$ cat src/rtl/i8mm_pkg.sv
`timescale 1ns / 1ps

package i8mm_pkg;

    localparam int WORD_INDEX_W = 6;
    localparam int DATA_W       = 32;
    localparam int BYTE_W       = 8;
    localparam int LANES        = DATA_W / BYTE_W;

    localparam int MATRIX_DIM_DEF  = 4;
    localparam int A_BASE_WORD_DEF = 0;
    localparam int B_BASE_WORD_DEF = 4;
    localparam int CTRL_WORD_DEF   = 8;
    localparam int STATUS_WORD_DEF = 9;
    localparam int C_BASE_WORD_DEF = 16;

    localparam logic [BYTE_W-1:0] BYTE_MASK = 8'hFF;

    localparam logic CMD_READ  = 1'b0;
    localparam logic CMD_WRITE = 1'b1;

    // address bits for a store of the given depth, at least one
    function automatic int addr_w(input int depth);
        return (depth > 1) ? $clog2(depth) : 1;
    endfunction

endpackage

$ cat src/rtl/i8mm_req_if.sv
`timescale 1ns / 1ps

interface i8mm_req_if;
    import i8mm_pkg::*;

    logic                    valid;
    logic                    ready;
    logic                    cmd;
    logic [WORD_INDEX_W-1:0] word_index;
    logic [DATA_W-1:0]       write_data;

    modport source (output valid, output cmd, output word_index, output write_data,
                    input ready);
    modport sink   (input valid, input cmd, input word_index, input write_data,
                    output ready);
endinterface

$ cat src/rtl/i8mm_rsp_if.sv
`timescale 1ns / 1ps

interface i8mm_rsp_if;
    import i8mm_pkg::*;

    logic              valid;
    logic              ready;
    logic [DATA_W-1:0] read_data;
    logic              irq_level;

    modport source (output valid, output read_data, output irq_level, input ready);
    modport sink   (input valid, input read_data, input irq_level, output ready);
endinterface

$ cat src/rtl/i8mm_ram.sv
`timescale 1ns / 1ps

module i8mm_ram #(
    parameter int WIDTH = 32,
    parameter int DEPTH = 16,
    localparam int AW   = i8mm_pkg::addr_w(DEPTH)
) (
    input  logic             clk,
    input  logic             we,
    input  logic [AW-1:0]    waddr,
    input  logic [WIDTH-1:0] wdata,
    input  logic             re,
    input  logic [AW-1:0]    raddr,
    output logic [WIDTH-1:0] rdata
);
    logic [WIDTH-1:0] mem_reg [DEPTH];
    logic [WIDTH-1:0] rdata_reg;

    always_ff @(posedge clk)
    begin
        if (we)
        begin
            mem_reg[waddr] <= wdata;
        end
        if (re)
        begin
            rdata_reg <= mem_reg[raddr];
        end
    end

    assign rdata = rdata_reg;
endmodule

$ cat src/rtl/int8_matmul_register_device_top.sv
`timescale 1ns / 1ps

// Bus slave for a MATRIX_DIM x MATRIX_DIM signed 8-bit matrix multiply. Each request word is
// one 32-bit read or write at a word index and gets exactly one response word; irq_level in
// the response is the done flag after that access. A, B and C sit in RAMs with separate write
// and read ports, so ordinary reads and writes complete at one word per cycle while responses
// are accepted, the response registered in the cycle after the request is taken. A control
// write with bit 0 set runs the product on one shared 8x8 multiplier and accumulator, one
// multiply-add per cycle over the r, c, k loop; its response arrives once the last C word is
// written, and no request is taken meanwhile. A status read returns done in bit 0 and clears
// done and the interrupt. Stores read as zero until written, no clearing pass after reset.
module int8_matmul_register_device_top #(
    parameter int MATRIX_DIM  = i8mm_pkg::MATRIX_DIM_DEF,
    parameter int A_BASE_WORD = i8mm_pkg::A_BASE_WORD_DEF,
    parameter int B_BASE_WORD = i8mm_pkg::B_BASE_WORD_DEF,
    parameter int CTRL_WORD   = i8mm_pkg::CTRL_WORD_DEF,
    parameter int STATUS_WORD = i8mm_pkg::STATUS_WORD_DEF,
    parameter int C_BASE_WORD = i8mm_pkg::C_BASE_WORD_DEF
) (
    input logic         clk,
    input logic         rst_n,
    i8mm_req_if.sink    req,
    i8mm_rsp_if.source  rsp
);
    import i8mm_pkg::*;

    localparam int ELEMS        = MATRIX_DIM * MATRIX_DIM;
    localparam int PACKED_WORDS = (ELEMS + LANES - 1) / LANES;
    localparam int IDX_W        = addr_w(ELEMS);
    localparam int PW_W         = addr_w(PACKED_WORDS);
    localparam int DIM_W        = $clog2(MATRIX_DIM);
    localparam int ACC_W        = 2 * BYTE_W + 1 + $clog2(MATRIX_DIM);

    typedef enum logic [1:0] {ST_IDLE, ST_RUN, ST_DRAIN} state_t;
    typedef enum logic [2:0] {SEL_ZERO, SEL_A, SEL_B, SEL_C, SEL_STATUS} sel_t;

    // control state
    state_t                  state_reg, state_next;
    logic                    done_reg, done_next;
    logic                    c_filled_reg, c_filled_next;
    logic [PACKED_WORDS-1:0] a_row_ok_reg, a_row_ok_next;
    logic [PACKED_WORDS-1:0] b_row_ok_reg, b_row_ok_next;
    logic                    out_valid_reg, out_valid_next;
    sel_t                    out_sel_reg, out_sel_next;
    logic [LANES-1:0]        out_mask_reg, out_mask_next;
    logic                    out_stat_reg, out_stat_next;
    logic [DIM_W-1:0]        r_reg, r_next, c_reg, c_next, k_reg, k_next;
    logic                    s1_valid_reg, s1_valid_next;
    logic                    s2_valid_reg, s2_valid_next;

    // multiply pipeline payload
    logic [1:0]               s1_a_lane_reg, s1_b_lane_reg;
    logic                     s1_a_ok_reg, s1_b_ok_reg;
    logic                     s1_first_reg, s1_last_reg;
    logic [IDX_W-1:0]         s1_cidx_reg;
    logic signed [2*BYTE_W-1:0] prod_reg;
    logic                     s2_first_reg, s2_last_reg;
    logic [IDX_W-1:0]         s2_cidx_reg;
    logic signed [ACC_W-1:0]  acc_reg;

    // decode
    logic             accept, is_write;
    logic             hit_a, hit_b, hit_ctrl, hit_stat, hit_c;
    int               addr_i, a_off, b_off, c_off, win_off;
    logic [LANES-1:0] lane_ok;
    logic [PW_W-1:0]  win_word;
    logic             is_start;

    // sequencer addressing
    logic [IDX_W-1:0] a_idx, b_idx, cmp_cidx;
    logic             k_last, c_last, r_last;

    // RAM ports
    logic              a_we, b_we, a_re, b_re, c_we, c_re;
    logic [PW_W-1:0]   a_raddr, b_raddr;
    logic [IDX_W-1:0]  c_raddr;
    logic [DATA_W-1:0] a_rdata, b_rdata, c_rdata, c_wdata;

    logic signed [BYTE_W-1:0] a_byte, b_byte;
    logic signed [ACC_W-1:0]  sum;
    logic [DATA_W-1:0]        lane_mask32;

    assign req.ready = (state_reg == ST_IDLE) && (!out_valid_reg || rsp.ready);
    assign accept    = req.valid && req.ready;
    assign is_write  = (req.cmd == CMD_WRITE);

    always_comb
    begin
        addr_i   = int'(req.word_index);
        a_off    = addr_i - A_BASE_WORD;
        b_off    = addr_i - B_BASE_WORD;
        c_off    = addr_i - C_BASE_WORD;
        hit_a    = (addr_i >= A_BASE_WORD) && (a_off < PACKED_WORDS);
        hit_b    = !hit_a && (addr_i >= B_BASE_WORD) && (b_off < PACKED_WORDS);
        hit_ctrl = !hit_a && !hit_b && (addr_i == CTRL_WORD);
        hit_stat = !hit_a && !hit_b && (addr_i == STATUS_WORD);
        hit_c    = !hit_a && !hit_b && !hit_stat && (addr_i >= C_BASE_WORD)
                   && (c_off < ELEMS);
        win_off  = hit_a ? a_off : b_off;
        win_word = PW_W'(win_off);
        for (int j = 0; j < LANES; j++)
        begin
            // bytes past the end of the store are dropped
            lane_ok[j] = (win_off * LANES + j) < ELEMS;
        end
    end

    assign is_start = accept && is_write && hit_ctrl && req.write_data[0];

    assign a_idx    = IDX_W'(r_reg) * IDX_W'(MATRIX_DIM) + IDX_W'(k_reg);
    assign b_idx    = IDX_W'(k_reg) * IDX_W'(MATRIX_DIM) + IDX_W'(c_reg);
    assign cmp_cidx = IDX_W'(r_reg) * IDX_W'(MATRIX_DIM) + IDX_W'(c_reg);
    assign k_last   = (k_reg == DIM_W'(MATRIX_DIM - 1));
    assign c_last   = (c_reg == DIM_W'(MATRIX_DIM - 1));
    assign r_last   = (r_reg == DIM_W'(MATRIX_DIM - 1));

    // RAM port muxing: bus side when idle, sequencer while running
    assign a_we    = accept && is_write && hit_a;
    assign b_we    = accept && is_write && hit_b;
    assign a_re    = (accept && !is_write && hit_a) || (state_reg == ST_RUN);
    assign b_re    = (accept && !is_write && hit_b) || (state_reg == ST_RUN);
    assign a_raddr = (state_reg == ST_RUN) ? PW_W'(a_idx >> 2) : win_word;
    assign b_raddr = (state_reg == ST_RUN) ? PW_W'(b_idx >> 2) : win_word;
    assign c_re    = accept && !is_write && hit_c;
    assign c_raddr = IDX_W'(c_off);

    assign a_byte = s1_a_ok_reg ? signed'(a_rdata[{s1_a_lane_reg, 3'b000} +: BYTE_W]) : '0;
    assign b_byte = s1_b_ok_reg ? signed'(b_rdata[{s1_b_lane_reg, 3'b000} +: BYTE_W]) : '0;

    assign sum     = (s2_first_reg ? ACC_W'(0) : acc_reg) + ACC_W'(prod_reg);
    assign c_we    = s2_valid_reg && s2_last_reg;
    assign c_wdata = DATA_W'(sum);

    i8mm_ram #(.WIDTH(DATA_W), .DEPTH(PACKED_WORDS)) u_a_ram (
        .clk   (clk),
        .we    (a_we),
        .waddr (win_word),
        .wdata (req.write_data),
        .re    (a_re),
        .raddr (a_raddr),
        .rdata (a_rdata)
    );

    i8mm_ram #(.WIDTH(DATA_W), .DEPTH(PACKED_WORDS)) u_b_ram (
        .clk   (clk),
        .we    (b_we),
        .waddr (win_word),
        .wdata (req.write_data),
        .re    (b_re),
        .raddr (b_raddr),
        .rdata (b_rdata)
    );

    i8mm_ram #(.WIDTH(DATA_W), .DEPTH(ELEMS)) u_c_ram (
        .clk   (clk),
        .we    (c_we),
        .waddr (s2_cidx_reg),
        .wdata (c_wdata),
        .re    (c_re),
        .raddr (c_raddr),
        .rdata (c_rdata)
    );

    always_comb
    begin
        state_next     = state_reg;
        done_next      = done_reg;
        c_filled_next  = c_filled_reg;
        a_row_ok_next  = a_row_ok_reg;
        b_row_ok_next  = b_row_ok_reg;
        out_valid_next = out_valid_reg;
        out_sel_next   = out_sel_reg;
        out_mask_next  = out_mask_reg;
        out_stat_next  = out_stat_reg;
        r_next         = r_reg;
        c_next         = c_reg;
        k_next         = k_reg;
        s1_valid_next  = 1'b0;
        s2_valid_next  = s1_valid_reg;

        if (out_valid_reg && rsp.ready)
        begin
            out_valid_next = 1'b0;
        end

        unique case (state_reg)
            ST_IDLE:
            begin
                if (accept)
                begin
                    out_valid_next = 1'b1;
                    out_sel_next   = SEL_ZERO;
                    if (is_write)
                    begin
                        if (hit_a)
                        begin
                            a_row_ok_next[win_word] = 1'b1;
                        end
                        if (hit_b)
                        begin
                            b_row_ok_next[win_word] = 1'b1;
                        end
                        if (is_start)
                        begin
                            done_next      = 1'b0;
                            out_valid_next = 1'b0;
                            r_next         = '0;
                            c_next         = '0;
                            k_next         = '0;
                            state_next     = ST_RUN;
                        end
                    end
                    else if (hit_a)
                    begin
                        out_sel_next  = SEL_A;
                        out_mask_next = lane_ok & {LANES{a_row_ok_reg[win_word]}};
                    end
                    else if (hit_b)
                    begin
                        out_sel_next  = SEL_B;
                        out_mask_next = lane_ok & {LANES{b_row_ok_reg[win_word]}};
                    end
                    else if (hit_stat)
                    begin
                        out_sel_next  = SEL_STATUS;
                        out_stat_next = done_reg;
                        done_next     = 1'b0;
                    end
                    else if (hit_c)
                    begin
                        out_sel_next = SEL_C;
                    end
                end
            end

            ST_RUN:
            begin
                s1_valid_next = 1'b1;
                if (k_last)
                begin
                    k_next = '0;
                    if (c_last)
                    begin
                        c_next = '0;
                        if (r_last)
                        begin
                            state_next = ST_DRAIN;
                        end
                        else
                        begin
                            r_next = r_reg + 1'b1;
                        end
                    end
                    else
                    begin
                        c_next = c_reg + 1'b1;
                    end
                end
                else
                begin
                    k_next = k_reg + 1'b1;
                end
            end

            ST_DRAIN:
            begin
                // last C write has landed once both stages are empty
                if (!s1_valid_reg && !s2_valid_reg)
                begin
                    done_next      = 1'b1;
                    c_filled_next  = 1'b1;
                    out_valid_next = 1'b1;
                    out_sel_next   = SEL_ZERO;
                    state_next     = ST_IDLE;
                end
            end

            default:
            begin
                state_next = ST_IDLE;
            end
        endcase
    end

    always_ff @(posedge clk or negedge rst_n)
    begin
        if (!rst_n)
        begin
            state_reg     <= ST_IDLE;
            done_reg      <= 1'b0;
            c_filled_reg  <= 1'b0;
            a_row_ok_reg  <= '0;
            b_row_ok_reg  <= '0;
            out_valid_reg <= 1'b0;
            out_sel_reg   <= SEL_ZERO;
            out_mask_reg  <= '0;
            out_stat_reg  <= 1'b0;
            r_reg         <= '0;
            c_reg         <= '0;
            k_reg         <= '0;
            s1_valid_reg  <= 1'b0;
            s2_valid_reg  <= 1'b0;
        end
        else
        begin
            state_reg     <= state_next;
            done_reg      <= done_next;
            c_filled_reg  <= c_filled_next;
            a_row_ok_reg  <= a_row_ok_next;
            b_row_ok_reg  <= b_row_ok_next;
            out_valid_reg <= out_valid_next;
            out_sel_reg   <= out_sel_next;
            out_mask_reg  <= out_mask_next;
            out_stat_reg  <= out_stat_next;
            r_reg         <= r_next;
            c_reg         <= c_next;
            k_reg         <= k_next;
            s1_valid_reg  <= s1_valid_next;
            s2_valid_reg  <= s2_valid_next;
        end
    end

    // multiply-accumulate pipeline: RAM read, byte select and multiply, accumulate
    always_ff @(posedge clk)
    begin
        s1_a_lane_reg <= a_idx[1:0];
        s1_b_lane_reg <= b_idx[1:0];
        s1_a_ok_reg   <= a_row_ok_reg[PW_W'(a_idx >> 2)];
        s1_b_ok_reg   <= b_row_ok_reg[PW_W'(b_idx >> 2)];
        s1_first_reg  <= (k_reg == '0);
        s1_last_reg   <= k_last;
        s1_cidx_reg   <= cmp_cidx;
        prod_reg      <= a_byte * b_byte;
        s2_first_reg  <= s1_first_reg;
        s2_last_reg   <= s1_last_reg;
        s2_cidx_reg   <= s1_cidx_reg;
        if (s2_valid_reg)
        begin
            acc_reg <= sum;
        end
    end

    always_comb
    begin
        for (int j = 0; j < LANES; j++)
        begin
            lane_mask32[j*BYTE_W +: BYTE_W] = out_mask_reg[j] ? BYTE_MASK : '0;
        end
    end

    always_comb
    begin
        unique case (out_sel_reg)
            SEL_A:      rsp.read_data = a_rdata & lane_mask32;
            SEL_B:      rsp.read_data = b_rdata & lane_mask32;
            SEL_C:      rsp.read_data = c_filled_reg ? c_rdata : '0;
            SEL_STATUS: rsp.read_data = DATA_W'(out_stat_reg);
            default:    rsp.read_data = '0;
        endcase
    end

    assign rsp.valid     = out_valid_reg;
    assign rsp.irq_level = done_reg;

    a_no_rsp_while_busy: assert property (@(posedge clk) disable iff (!rst_n)
        (state_reg != ST_IDLE) |-> !out_valid_reg)
        else $error("response word pending while multiply runs");

    a_start_clears_done: assert property (@(posedge clk) disable iff (!rst_n)
        is_start |=> (!done_reg && (state_reg == ST_RUN)))
        else $error("start write did not clear done and launch the sequencer");

    a_pipe_only_busy: assert property (@(posedge clk) disable iff (!rst_n)
        (s1_valid_reg || s2_valid_reg) |-> (state_reg != ST_IDLE))
        else $error("multiply pipeline active while idle");

    a_done_with_rsp: assert property (@(posedge clk) disable iff (!rst_n)
        $rose(done_reg) |-> (out_valid_reg && c_filled_reg))
        else $error("done raised without the start response word");
endmodule

$ cat src/flat_wrapper.sv
// flat-port wrapper written by rule: the top's interface ports become plain ports
module int8_matmul_register_device_top_flat import i8mm_pkg::*;
#(
    parameter int MATRIX_DIM  = i8mm_pkg::MATRIX_DIM_DEF,
    parameter int A_BASE_WORD = i8mm_pkg::A_BASE_WORD_DEF,
    parameter int B_BASE_WORD = i8mm_pkg::B_BASE_WORD_DEF,
    parameter int CTRL_WORD   = i8mm_pkg::CTRL_WORD_DEF,
    parameter int STATUS_WORD = i8mm_pkg::STATUS_WORD_DEF,
    parameter int C_BASE_WORD = i8mm_pkg::C_BASE_WORD_DEF
)
  (clk, rst_n, req_valid, req_cmd, req_word_index, req_write_data, req_ready, rsp_valid, rsp_read_data, rsp_irq_level, rsp_ready);
  i8mm_req_if req_i ();
  i8mm_rsp_if rsp_i ();
  input logic clk;
  input logic rst_n;
  input wire logic [$bits(req_i.valid)-1:0] req_valid;
  input wire logic [$bits(req_i.cmd)-1:0] req_cmd;
  input wire logic [$bits(req_i.word_index)-1:0] req_word_index;
  input wire logic [$bits(req_i.write_data)-1:0] req_write_data;
  output wire logic [$bits(req_i.ready)-1:0] req_ready;
  output wire logic [$bits(rsp_i.valid)-1:0] rsp_valid;
  output wire logic [$bits(rsp_i.read_data)-1:0] rsp_read_data;
  output wire logic [$bits(rsp_i.irq_level)-1:0] rsp_irq_level;
  input wire logic [$bits(rsp_i.ready)-1:0] rsp_ready;
  assign req_i.valid = req_valid;
  assign req_i.cmd = req_cmd;
  assign req_i.word_index = req_word_index;
  assign req_i.write_data = req_write_data;
  assign req_ready = req_i.ready;
  assign rsp_valid = rsp_i.valid;
  assign rsp_read_data = rsp_i.read_data;
  assign rsp_irq_level = rsp_i.irq_level;
  assign rsp_i.ready = rsp_ready;
  int8_matmul_register_device_top #(.MATRIX_DIM(MATRIX_DIM), .A_BASE_WORD(A_BASE_WORD), .B_BASE_WORD(B_BASE_WORD), .CTRL_WORD(CTRL_WORD), .STATUS_WORD(STATUS_WORD), .C_BASE_WORD(C_BASE_WORD)) u_core (.clk(clk), .rst_n(rst_n), .req(req_i), .rsp(rsp_i));
endmodule
$ cat config.mk
export PLATFORM = sky130hd
export DESIGN_NAME = int8_matmul_register_device_top_flat
export DESIGN_NICKNAME = d
export VERILOG_FILES = /design/src/rtl/i8mm_pkg.sv /design/src/rtl/i8mm_req_if.sv /design/src/rtl/i8mm_rsp_if.sv /design/src/rtl/i8mm_ram.sv /design/src/rtl/int8_matmul_register_device_top.sv /design/src/flat_wrapper.sv
export SDC_FILE = /design/constraint.sdc
export NUM_CORES = 1
export LEC_CHECK = 0
export BUFFER_PORTS_ARGS = -buffer_cell sky130_fd_sc_hd__buf_2
export CAP_MARGIN = 20
export CELL_PAD_IN_SITES_DETAIL_PLACEMENT = 0
export CELL_PAD_IN_SITES_GLOBAL_PLACEMENT = 2
export CORE_MARGIN = 5
export CORE_UTILIZATION = 30
export CTS_CLUSTER_SIZE = 14
export DETAILED_ROUTE_END_ITERATION = 10
export GPL_TIMING_DRIVEN = 0
export PLACE_DENSITY_LB_ADDON = 0.1
export SETUP_SLACK_MARGIN = 0.5
export SLEW_MARGIN = 20
export SYNTH_ARGS = -nofsm -noshare
export SYNTH_HDL_FRONTEND = slang
export SYNTH_HIERARCHICAL = 1
export SYNTH_SLANG_ARGS = --single-unit
$ cat constraint.sdc
create_clock -name clk -period 11.4 [get_ports clk]
set_input_delay 0.57 -clock clk [delete_from_list [all_inputs] [get_ports clk]]
set_output_delay 0.57 -clock clk [all_outputs]
set_load 0.02 [all_outputs]
* Yosys cells after proc, flatten, opt, wreduce, memory -nomap -nowiden
Memory sizes are Yosys's and may differ from the RTL's. A register that Yosys moved wholly into a read port is not among the register bits.
Index checks and enable logic that the tools add are counted.
** Word-level totals
- Register bits :: 82
- Bits in writable memories :: 768
- Input port bits :: 43
- Output and inout bits :: 35
- Word-level logic and storage cells :: 211
- Memories kept :: 3
** Cells by class
- Add/sub/neg operators :: 12
- Multipliers :: 1
- Magnitude comparators :: 13
- Eq/ne operators :: 23
- Shifts and indexed selects :: 2
- Multiplexer cells :: 73
- Bitwise gates (word level) :: 9
- Reduce and logical (&&, ||, !) cells :: 49
** Memories
- u_core.u_c_ram.mem_reg :: words 16, width 32, rd ports 1, clocked after Yosys merged registers in 1, wr ports 1, line i8mm_ram.sv:16 : logic [WIDTH-1:0] mem_reg [DEPTH];
- u_core.u_a_ram.mem_reg :: words 4, width 32, rd ports 1, clocked after Yosys merged registers in 1, wr ports 1, line i8mm_ram.sv:16
- u_core.u_b_ram.mem_reg :: words 4, width 32, rd ports 1, clocked after Yosys merged registers in 1, wr ports 1, line i8mm_ram.sv:16
** Operators by type and width (number)
- 32-bit by 6-bit < comparator with 1-bit output (second input constant) :: 5
- 32-bit case mux with 4 select lines :: 1
- 32-bit by 3-bit adder with 32-bit output (second input constant) :: 2
- 32-bit AND :: 2
- 32-bit by 6-bit indexed part select with 8-bit output :: 2
- 8-bit two-way mux :: 6
- 2-bit two-way mux :: 19
- 32-bit by 2-bit adder with 32-bit output (second input constant) :: 1
- 32-bit two-way mux :: 1
- 30-bit two-way mux :: 1
- 1-bit two-way mux :: 24
- 1-bit logical AND :: 23
- 7-bit AND reduction :: 3
- 19-bit by 16-bit adder with 19-bit output :: 1
- 19-bit two-way mux :: 1
- 3-bit two-way mux :: 6
- 8-bit by 8-bit multiplier with 16-bit output :: 1
- 4-bit AND reduction :: 4
- 4-bit by 2-bit adder with 4-bit output :: 3
- 6-bit by 5-bit == test with 1-bit output (second input constant) :: 2
- 2-bit by 1-bit != test with 1-bit output (second input constant) :: 6
- 2-bit case mux with 2 select lines :: 3
- 2-bit by 3-bit < comparator with 1-bit output (second input constant) :: 3
- 4-bit AND :: 2
- other kinds (32) :: 60

* Depth between registers and ports, before layout
Gate-level depths: netlist of the first run.
- Depth in word-level cells :: 18
- Depth in mapped cells :: 20

* By module
Netlist of the first run, hierarchy kept.
** Modules (own cells, without submodules)
- i8mm_ram at u_core.u_c_ram :: instances 1, cells an instance 838, area an instance 20155.6 um2, sequential area each 16335.7 um2
- i8mm_ram at u_core.u_a_ram ... :: instances 2, cells an instance 203, area an instance 5650.4 um2, sequential area each 4804.6 um2
- int8_matmul_register_device_top :: instances 1, cells an instance 772, area an instance 7224.4 um2, sequential area each 1861.8 um2

* Worst setup path after synthesis of the first run
OpenSTA, ideal clock, no wires.
- Path kind :: register -> register
- Start point :: register u_core.s2_first_reg
- End point :: register u_core.acc_reg[18], data pin
- Setup time :: 0.708 ns
- Arrival time :: 4.628 ns
- Required time :: 10.692 ns
- Setup slack :: 6.064 ns
- Stages on the path, launching flop included :: 10
- Buffers on the path :: 1
- Cells stage by stage :: dfxtp_1 clkbuf_1 nor2b_1 ha_1 nor2b_1 o31a_1 o31a_1 nor3_2 a211o_1 o211a_1
** On the way
- Longest elaborated chain between the ends :: 2
** Ends and longest elaborated chain
- from (decl) :: line int8_matmul_register_device_top.sv:57 : logic s2_first_reg, s2_last_reg;
- from (signal assigned) :: line int8_matmul_register_device_top.sv:334 : s2_first_reg <= s1_first_reg;
- 19-bit two-way mux :: line int8_matmul_register_device_top.sv:130 : assign sum = (s2_first_reg ? ACC_W'(0) : acc_reg) + ACC_W'(prod_reg);
- 19-bit by 16-bit adder with 19-bit output :: line int8_matmul_register_device_top.sv:130
- net u_core.sum[18] :: line int8_matmul_register_device_top.sv:80 : logic signed [ACC_W-1:0] sum;
- to (signal assigned) :: line int8_matmul_register_device_top.sv:339 : acc_reg <= sum;
- to (decl) :: line int8_matmul_register_device_top.sv:59 : logic signed [ACC_W-1:0] acc_reg;
The timed path passes the listed nets, and every way through them passes these cells.
A chain may end at the register's enable or synchronous reset.

==> impl_metrics.toml, run 1 <==
[status]
status = "finished, final reports clean"

[clock_tree]
root_buffer = "clkbuf_16"
htree_levels = 3
cts_made_buffers = 102
clock_sinks = 941
cts_tree = "done"
clkTransAtPathRegs_ns = 0.06
clkLatencyLatePin_ns = 0.69
cts_buffer_depth = 3

[flow_run]
maxCapViolCount = 0

[placement]
place_hpwl_um = 74500
portBuffers = 77
gp_congestion = 0.770
placed_cells = 3822
place_ws_ns = 5.63

[power]
internal_power_w = 0.00597
powerDensity_mw_per_mm2 = 164
power_switching_w = 0.00159
pwr-share-seq_pct = 50.1
p_comb_share_pct = 4.1
ir_drop_v = 0.000109
clkPwrFrac_pct = 45.8
sw_frac_of_total_pct = 21.1
p_leak_nw = 15.5

[timing]
fin_ws_ns = 5.72
period_minus_slack_ns = 5.68
slew_headroom_pct = 25.2
worstMarginPinSlew_ns = 1.11
final_hold_viol_count = 0
fin_skew_ns = 0.0286
rsz0062_at_grt = "no"
drv_slew = 0
tns_ns = 0
fmax_mhz = 176
finalSetupViolCount = 0
hold_slack_ns = 0.143
fin_crit_sh_pct = 49.8

[drt]
drc = 0
wl_per_cell_um = 26.1
drt_wl_total_um = 105000
drt_iter0_markers = 1705
drt-pass1-iter-count = 5
num_vias = 19528
viasPerCell = 4.85
ant_nets = 0

[worst_setup_path]
cp_max_fo = 9
path_class = "flip-flop to flip-flop"
worstPathArrival_ns = 6.25
crit_required_ns = 11.97
endpoint_kind = "flip-flop"
cp-start-kind = "flip-flop"
reg2reg_depth = 19
r2r-end = "u_core/prod_reg[15]$_DFF_P_"
reg2reg_slack_ns = 5.72
timing.rr.start = "u_core/s1_cidx_reg[1]$_DFF_P_"

[synth]
synth_top_area_share_pct = 68.5
yosys-top-cells-area = "edfxtp_1 69%, mux4_2 12%, fa_1 2.9%, ha_1 1.7%, dfrtp_1 1.7%"
syn-cell-area_mm2 = 0.0387
syn_avg_cell_area_um2 = 19.2
yosysTopAreaCell = "edfxtp_1"
synth_seq_cells = 941
synth_enable_flop_cells = 883
ys_types = 72
syn_nets = 2168
yosys_warnings = 6
synth_seq_area_share_pct = 71.9
synth-main-ff-cell = "edfxtp_1"
synthArstFlopShare_pct = 2.76
syn_inst = 2016

[final_layout]
fin_cells = 4023
utilization_pct = 36.0
drive_gt1_share_pct = 25.6
mostFrequentLayoutCell = "edfxtp_1"
area_delta_synth_final_pct = 19.0
mostFrequentLayoutCells = "883 x edfxtp_1, 207 x mux4_2, 115 x nand2_1"
largest_reg_flops = 512
nets = 2417

[min_path]
worstHoldEndpoint = "u_core/u_b_ram/mem_reg[0][25]$_DFFE_PP_"
hp-class = "input port to flip-flop"
holdPathStages = 1
min_from = "req_write_data[25]"

[global_route]
grt_pass1_vias = 20647
antenna_found_initial = 12
grt_pass1_wl_um = 150000
globalRouteOverflowTotal = 0
grt_max_degree = 81
track_usage_pct = 15.3

[die]
fp.dieW_um = 369
dieArea_mm2 = 0.136
start_util_pct = 30.3
die_height_um = 369
core_area_mm2 = 0.128
pin_count = 78
rows = 131
logic make-up (layout without fill, tap and decap cells):
kind of cell | after synthesis | count (layout) | synth area share (%)
xor+xnor | 31 | 31 | 0.702
compound gates | 208 | 208 | 3.61
buf+inv | 183 | 519 | 2.25
simple gates | 296 | 296 | 3.65
mux | 247 | 247 | 13.3
flops | 941 | 941 | 71.9
other cells | 0 | 9 | 0
fa+ha+maj | 110 | 110 | 4.64
cells in the mapped netlist, types with 3 or more instances:
library cell,n
o21ai_0,55
nand3_1,18
buf_6,3
a22oi_1,66
a31o_2,6
a211o_1,3
a21o_1,11
o211ai_1,5
nand3b_1,3
buf_2,20
mux4_1,4
dfrtp_1,26
nor3_1,8
dfxtp_1,32
nand4_1,8
buf_1,10
buf_12,6
mux2i_1,34
a211oi_1,3
mux4_2,207
fa_1,56
nor2_1,80
ha_1,53
and3b_1,4
xor2_1,8
nor2b_1,25
or3_1,3
and2_1,3
nand2b_1,9
buf_4,10
a21oi_1,30
o31ai_1,3
edfxtp_1,883
nand2_1,115
inv_1,100
clkbuf_1,34
xnor2_1,23
or2_2,3
o21a_1,3
power by group through the flow:
stage | clock, W | combinational, W | sequential, W
4_1_cts | 0.00357 | 0.000323 | 0.00379
2_1_floorplan | 0 | 0.000179 | 0.00385
3_5_place_dp | 0 | 0.000322 | 0.00386
5_1_grt | 0.00371 | 0.000339 | 0.00379
6_report | 0.00346 | 0.000313 | 0.00379
3_3_place_gp | 0 | 0.000311 | 0.00386
how the worst max path moves through the flow:
stage	endpoint	start	depth (start not counted)	slack, ns
finish	u_core/prod_reg[15]$_DFF_P_	u_core/s1_cidx_reg[1]$_DFF_P_	19	5.72
global route	u_core/prod_reg[15]$_DFF_P_	u_core/s1_cidx_reg[1]$_DFF_P_	19	5.40
CTS	u_core/prod_reg[15]$_DFF_P_	u_core/s1_cidx_reg[1]$_DFF_P_	19	5.63
detailed placement	u_core/prod_reg[15]$_DFF_P_	u_core/s1_cidx_reg[1]$_DFF_P_	19	5.63
global placement	u_core/u_b_ram/mem_reg[0][4]$_DFFE_PP_	req_word_index[2]	8	2.91
floorplan	u_core/acc_reg[18]$_DFFE_PP_	u_core/s2_first_reg$_DFF_P_	9	6.06
final cells by class:
class	count	area (µm²)
diodes	9	22.5
multi-input cells	892	10300
well taps	1662	2080
repair buffers	145	1450
clock inverters	63	828
flip-flops and latches	941	27800
clock buffers	128	2680
fillers	11958	81800
inverters	100	375
plain buffers	83	494
per-stage QoR:
stage / cell area (µm²) / power [W]
2_1_floorplan: 38700 / 0.00403
3_3_place_gp: 41100 / 0.00417
3_5_place_dp: 42500 / 0.00418
4_1_cts: 46000 / 0.00768
5_1_grt: 46000 / 0.00784
6_report: 46000 / 0.00756
layer usage:
| metal | wire (µm) | global-route usage (%) | part of all wire [%] | up-vias |
|---|---|---|---|---|
| met2 | 48000 | 23.9 | 46 | 468 |
| li1 | - | - | - | 8543 |
| met5 | 0 | 0 | 0 | - |
| met3 | 6140 | 3.21 | 5.9 | 121 |
| met1 | 48500 | 21.9 | 46 | 10396 |
| met4 | 2180 | 4.18 | 2.1 | 0 |
timing repair:
| item | in CTS | in global routing |
|---|---|---|
| endpoints found under the hold margin | 26 | 0 |
| resized for setup | 0 | 0 |
| setup buffers | 0 | 0 |
| hold buffers | 1 | 0 |
worst max-delay path: stages (launching register included):
cell and delay [ns]:
dfxtp_1 0.33, clkbuf_1 0.68, mux2_2 0.43, o211ai_1 0.48, nor2_1 0.14, fa_1 0.50, inv_1 0.06, fa_1 0.52
inv_1 0.05, fa_1 0.48, inv_1 0.05, fa_1 0.47, inv_1 0.04, ha_1 0.29, o21ai_0 0.08, nor2_1 0.26
o2111ai_1 0.23, o21ai_0 0.23, a21oi_1 0.11, xnor2_1 0.13
Note: power is estimated with default switching activity, not from simulation.
==> run 2, diff against run 1 <==
- ABC_AREA: default -> 1
- clock period: 11.4 -> 5.5 ns (I/O delays scaled with it)
==> run 2 against run 1 <==
  * Count of clock-buffer cells in the layout up 12
  * Global-route usage up 3.0 points
  * Clock power up 110%
  * Non-clock buffer count up 157
  * Final cell count up 63%
  * Worst hold slack worse by 0.033 ns
  * Critical path depth unchanged
  * First-iteration DRC count up 28%
  * Largest cell class unchanged
  * Via count up 50%
  * Maximum frequency up 18%
  * Largest power group unchanged
  * Power up 110%
==> impl_metrics.toml, run 2 <==
[synth]
synthTopCellsByCount = "1169 x nand2_1, 883 x edfxtp_1, 866 x inv_1"
synth_top_area_share_pct = 61.0
yosysTopAreaCell = "edfxtp_1"
syn-cell-area_mm2 = 0.0435
synth_seq_cells = 941
ys_types = 41
syn_avg_cell_area_um2 = 10.2
yosys_warnings = 6
yosys-top-cells-area = "edfxtp_1 61%, nand2_1 10%, inv_1 7.5%, nand3_1 6.3%, fa_1 2.6%"
synth-main-ff-cell = "edfxtp_1"
syn_nets = 4398
syn_inst = 4246
yosysMostFrequentCell = "nand2_1"
synth_seq_area_share_pct = 63.9
synthArstFlopShare_pct = 2.76
synth_enable_flop_cells = 883

[die]
rows = 139
start_util_pct = 30.2
dieArea_mm2 = 0.153
pin_count = 78
fp.dieW_um = 391
die_height_um = 391
core_area_mm2 = 0.144

[timing]
fin_skew_ns = 0.0197
fin_crit_sh_pct = 87.5
tns_ns = 0
slew_headroom_pct = 26.4
rsz0062_at_grt = "yes"
finalSetupViolCount = 0
worstMarginPinSlew_ns = 1.10
final_hold_viol_count = 0
fin_ws_ns = 0.688
hold_slack_ns = 0.109
period_minus_slack_ns = 4.81
drv_slew = 0
fmax_mhz = 208

[final_layout]
mostFrequentLayoutCell = "nand2_1"
largest_reg_flops = 512
nets = 4729
area_delta_synth_final_pct = 20.5
mostFrequentLayoutCells = "1157 x nand2_1, 883 x edfxtp_1, 854 x inv_1"
drive_gt1_share_pct = 13.0
seqCellArea_mm2 = 0.0278
fillers = 14487
multi_input_area_mm2 = 0.0120

[worst_setup_path]
reg2reg_depth = 19
worstPathArrival_ns = 5.44
worstSetupStartpoint = "u_core/s1_cidx_reg[0]$_DFF_P_"
crit_required_ns = 6.13
max_stage_delay_ns = 0.64
cp_cell_sequence = "buf_6, clkinvlp_4, buf_4, a21oi_2, o21ai_4, a21oi_4, buf_12, nand2_1, fa_2, fa_1, fa_1, inv_1, fa_1, ha_4, inv_1, nor3_2, o21ai_0, nand3_1, xor2_1"
timing.rr.start = "u_core/s1_cidx_reg[0]$_DFF_P_"
cp_max_fo = 7
path_buf_inv = 6
path_class = "flip-flop to flip-flop"
slowest_stage = "fa_2"
endpoint_kind = "flip-flop"
path_depth = 19
cp_top_family = "adder cells"
cp-start-kind = "flip-flop"
crit_path_frequent_cell = "fa_1"
reg2reg_slack_ns = 0.69
r2r-end = "u_core/prod_reg[14]$_DFF_P_"

[drt]
drc = 0
viasPerCell = 4.46
drt-pass1-iter-count = 6
drt_wl_total_um = 142000
wl_per_cell_um = 21.6
drt_iter0_markers = 2184
num_vias = 29287
ant_nets = 0

[global_route]
antenna_found_initial = 7
globalRouteOverflowTotal = 0
track_usage_pct = 18.4
grt_pass1_wl_um = 204000
grt_max_degree = 128
grt_pass1_vias = 28488

[clock_tree]
root_buffer = "clkbuf_16"
clock_sinks = 941
cts_made_buffers = 112
cts_buffer_depth = 3
clkTransAtPathRegs_ns = 0.06
clkLatencyLatePin_ns = 0.71
htree_levels = 3
cts_tree = "done"

[min_path]
min_from = "req_word_index[1]"
worstHoldEndpoint = "u_core/a_row_ok_reg[3]$_DFFE_PN0P_"
holdPathStages = 3
hp-class = "input port to flip-flop"

[flow_run]
maxCapViolCount = 0

[placement]
place_ws_ns = -0.143
place_hpwl_um = 103000
gp_congestion = 0.801
portBuffers = 77

[status]
status = "finished, final reports clean"

[power]
ir_drop_v = 0.000242
powerDensity_mw_per_mm2 = 298
p_leak_nw = 22.7
## run 2: cell types whose count changed after synthesis, moves of 50 or more
cell / change
nor2_1: +69
nand3_1: +532
mux4_2: -207
buf_2: +50
a22oi_1: -66
nand2_1: +1054
inv_1: +766
## run 2: area by class of cell
class,instances,share of cell area (%)
Sequential cell,941,53.1
Multi-Input combinational cell,2264,22.9
Inverter,873,6.28
Clock buffer,140,5.59
Tap cell,1903,4.54
Timing Repair Buffer,217,4.17
Buffer,168,2.22
Clock inverter,59,1.25
Antenna cell,3,0.0143
## run 2: cells by family (layout without fill, tap and decap cells)
| kind of cell | after synthesis | in the layout | synth area share (%) |
|---|---|---|---|
| and+or+nand+nor | 1903 | 1903 | 18.2 |
| buffers and inverters | 1041 | 1457 | 10.2 |
| DFF | 941 | 941 | 63.9 |
| AOI/OAI and AO/OA | 223 | 223 | 2.95 |
| adders and majority gates | 109 | 109 | 4.10 |
| xor gates and xnor gates | 29 | 29 | 0.584 |
| other | 0 | 3 | 0 |
## run 2: routing by layer
layer | track usage [%] | up-vias | part of all wire (%)
met4 | 4.04 | 0 | 1.9
met5 | 0 | - | 0
li1 | - | 14326 | -
met2 | 27.5 | 590 | 43
met3 | 3.14 | 144 | 5.1
met1 | 27.8 | 14227 | 50
## run 2: how the worst max path moves through the flow
stage                                                        end  slack [ns]
after global placement    u_core/u_b_ram/mem_reg[2][3]$_DFFE_PP_       -1.29
after detailed placement             u_core/prod_reg[14]$_DFF_P_       -0.14
after CTS                            u_core/prod_reg[15]$_DFF_P_        0.49
after floorplan                      u_core/prod_reg[12]$_DFF_P_        1.07
after global routing                 u_core/prod_reg[15]$_DFF_P_        0.44
final                                u_core/prod_reg[14]$_DFF_P_        0.69
## run 2: stage by stage
| step | utilization [%] | power [W] | cells | area, µm² |
|---|---|---|---|---|
| final | 36.4 | 0.0156 | 6568 | 52400 |
| after global routing | 36.4 | 0.0162 | 6565 | 52400 |
| after detailed placement | 33.2 | 0.00846 | 6302 | 47800 |
| after CTS | 36.1 | 0.0159 | 6542 | 51900 |
| after floorplan | - | 0.00817 | 4246 | 43500 |
| after global placement | 32.2 | 0.00845 | 6226 | 46300 |
## run 2: worst reg2reg max path: cells and delay by family, from the launching register on
family | cells | cell delay [ns]
fa+ha+maj | 5 | 2.45
buf+inv | 6 | 0.80
compound gates | 4 | 0.59
simple gates | 3 | 0.39
flops | 1 | 0.34
xor+xnor | 1 | 0.18
## run 2: timing repair
item | in CTS | in global routing
hold buffers | 37 | 0
pin swaps | 5 | 11
hold endpoints to repair | 286 | 0
gates resized for setup | 48 | 77
cloned | 0 | 1
buffers inserted | 4 | 22
endpoints found under the setup margin | 9 | 7
## run 2: power by group
group | switching (W) | internal (W)
Combinational | 0.000408 | 0.000152
Sequential | 0.0000000000000000000155 | 0.00775
Clock | 0.00306 | 0.00425
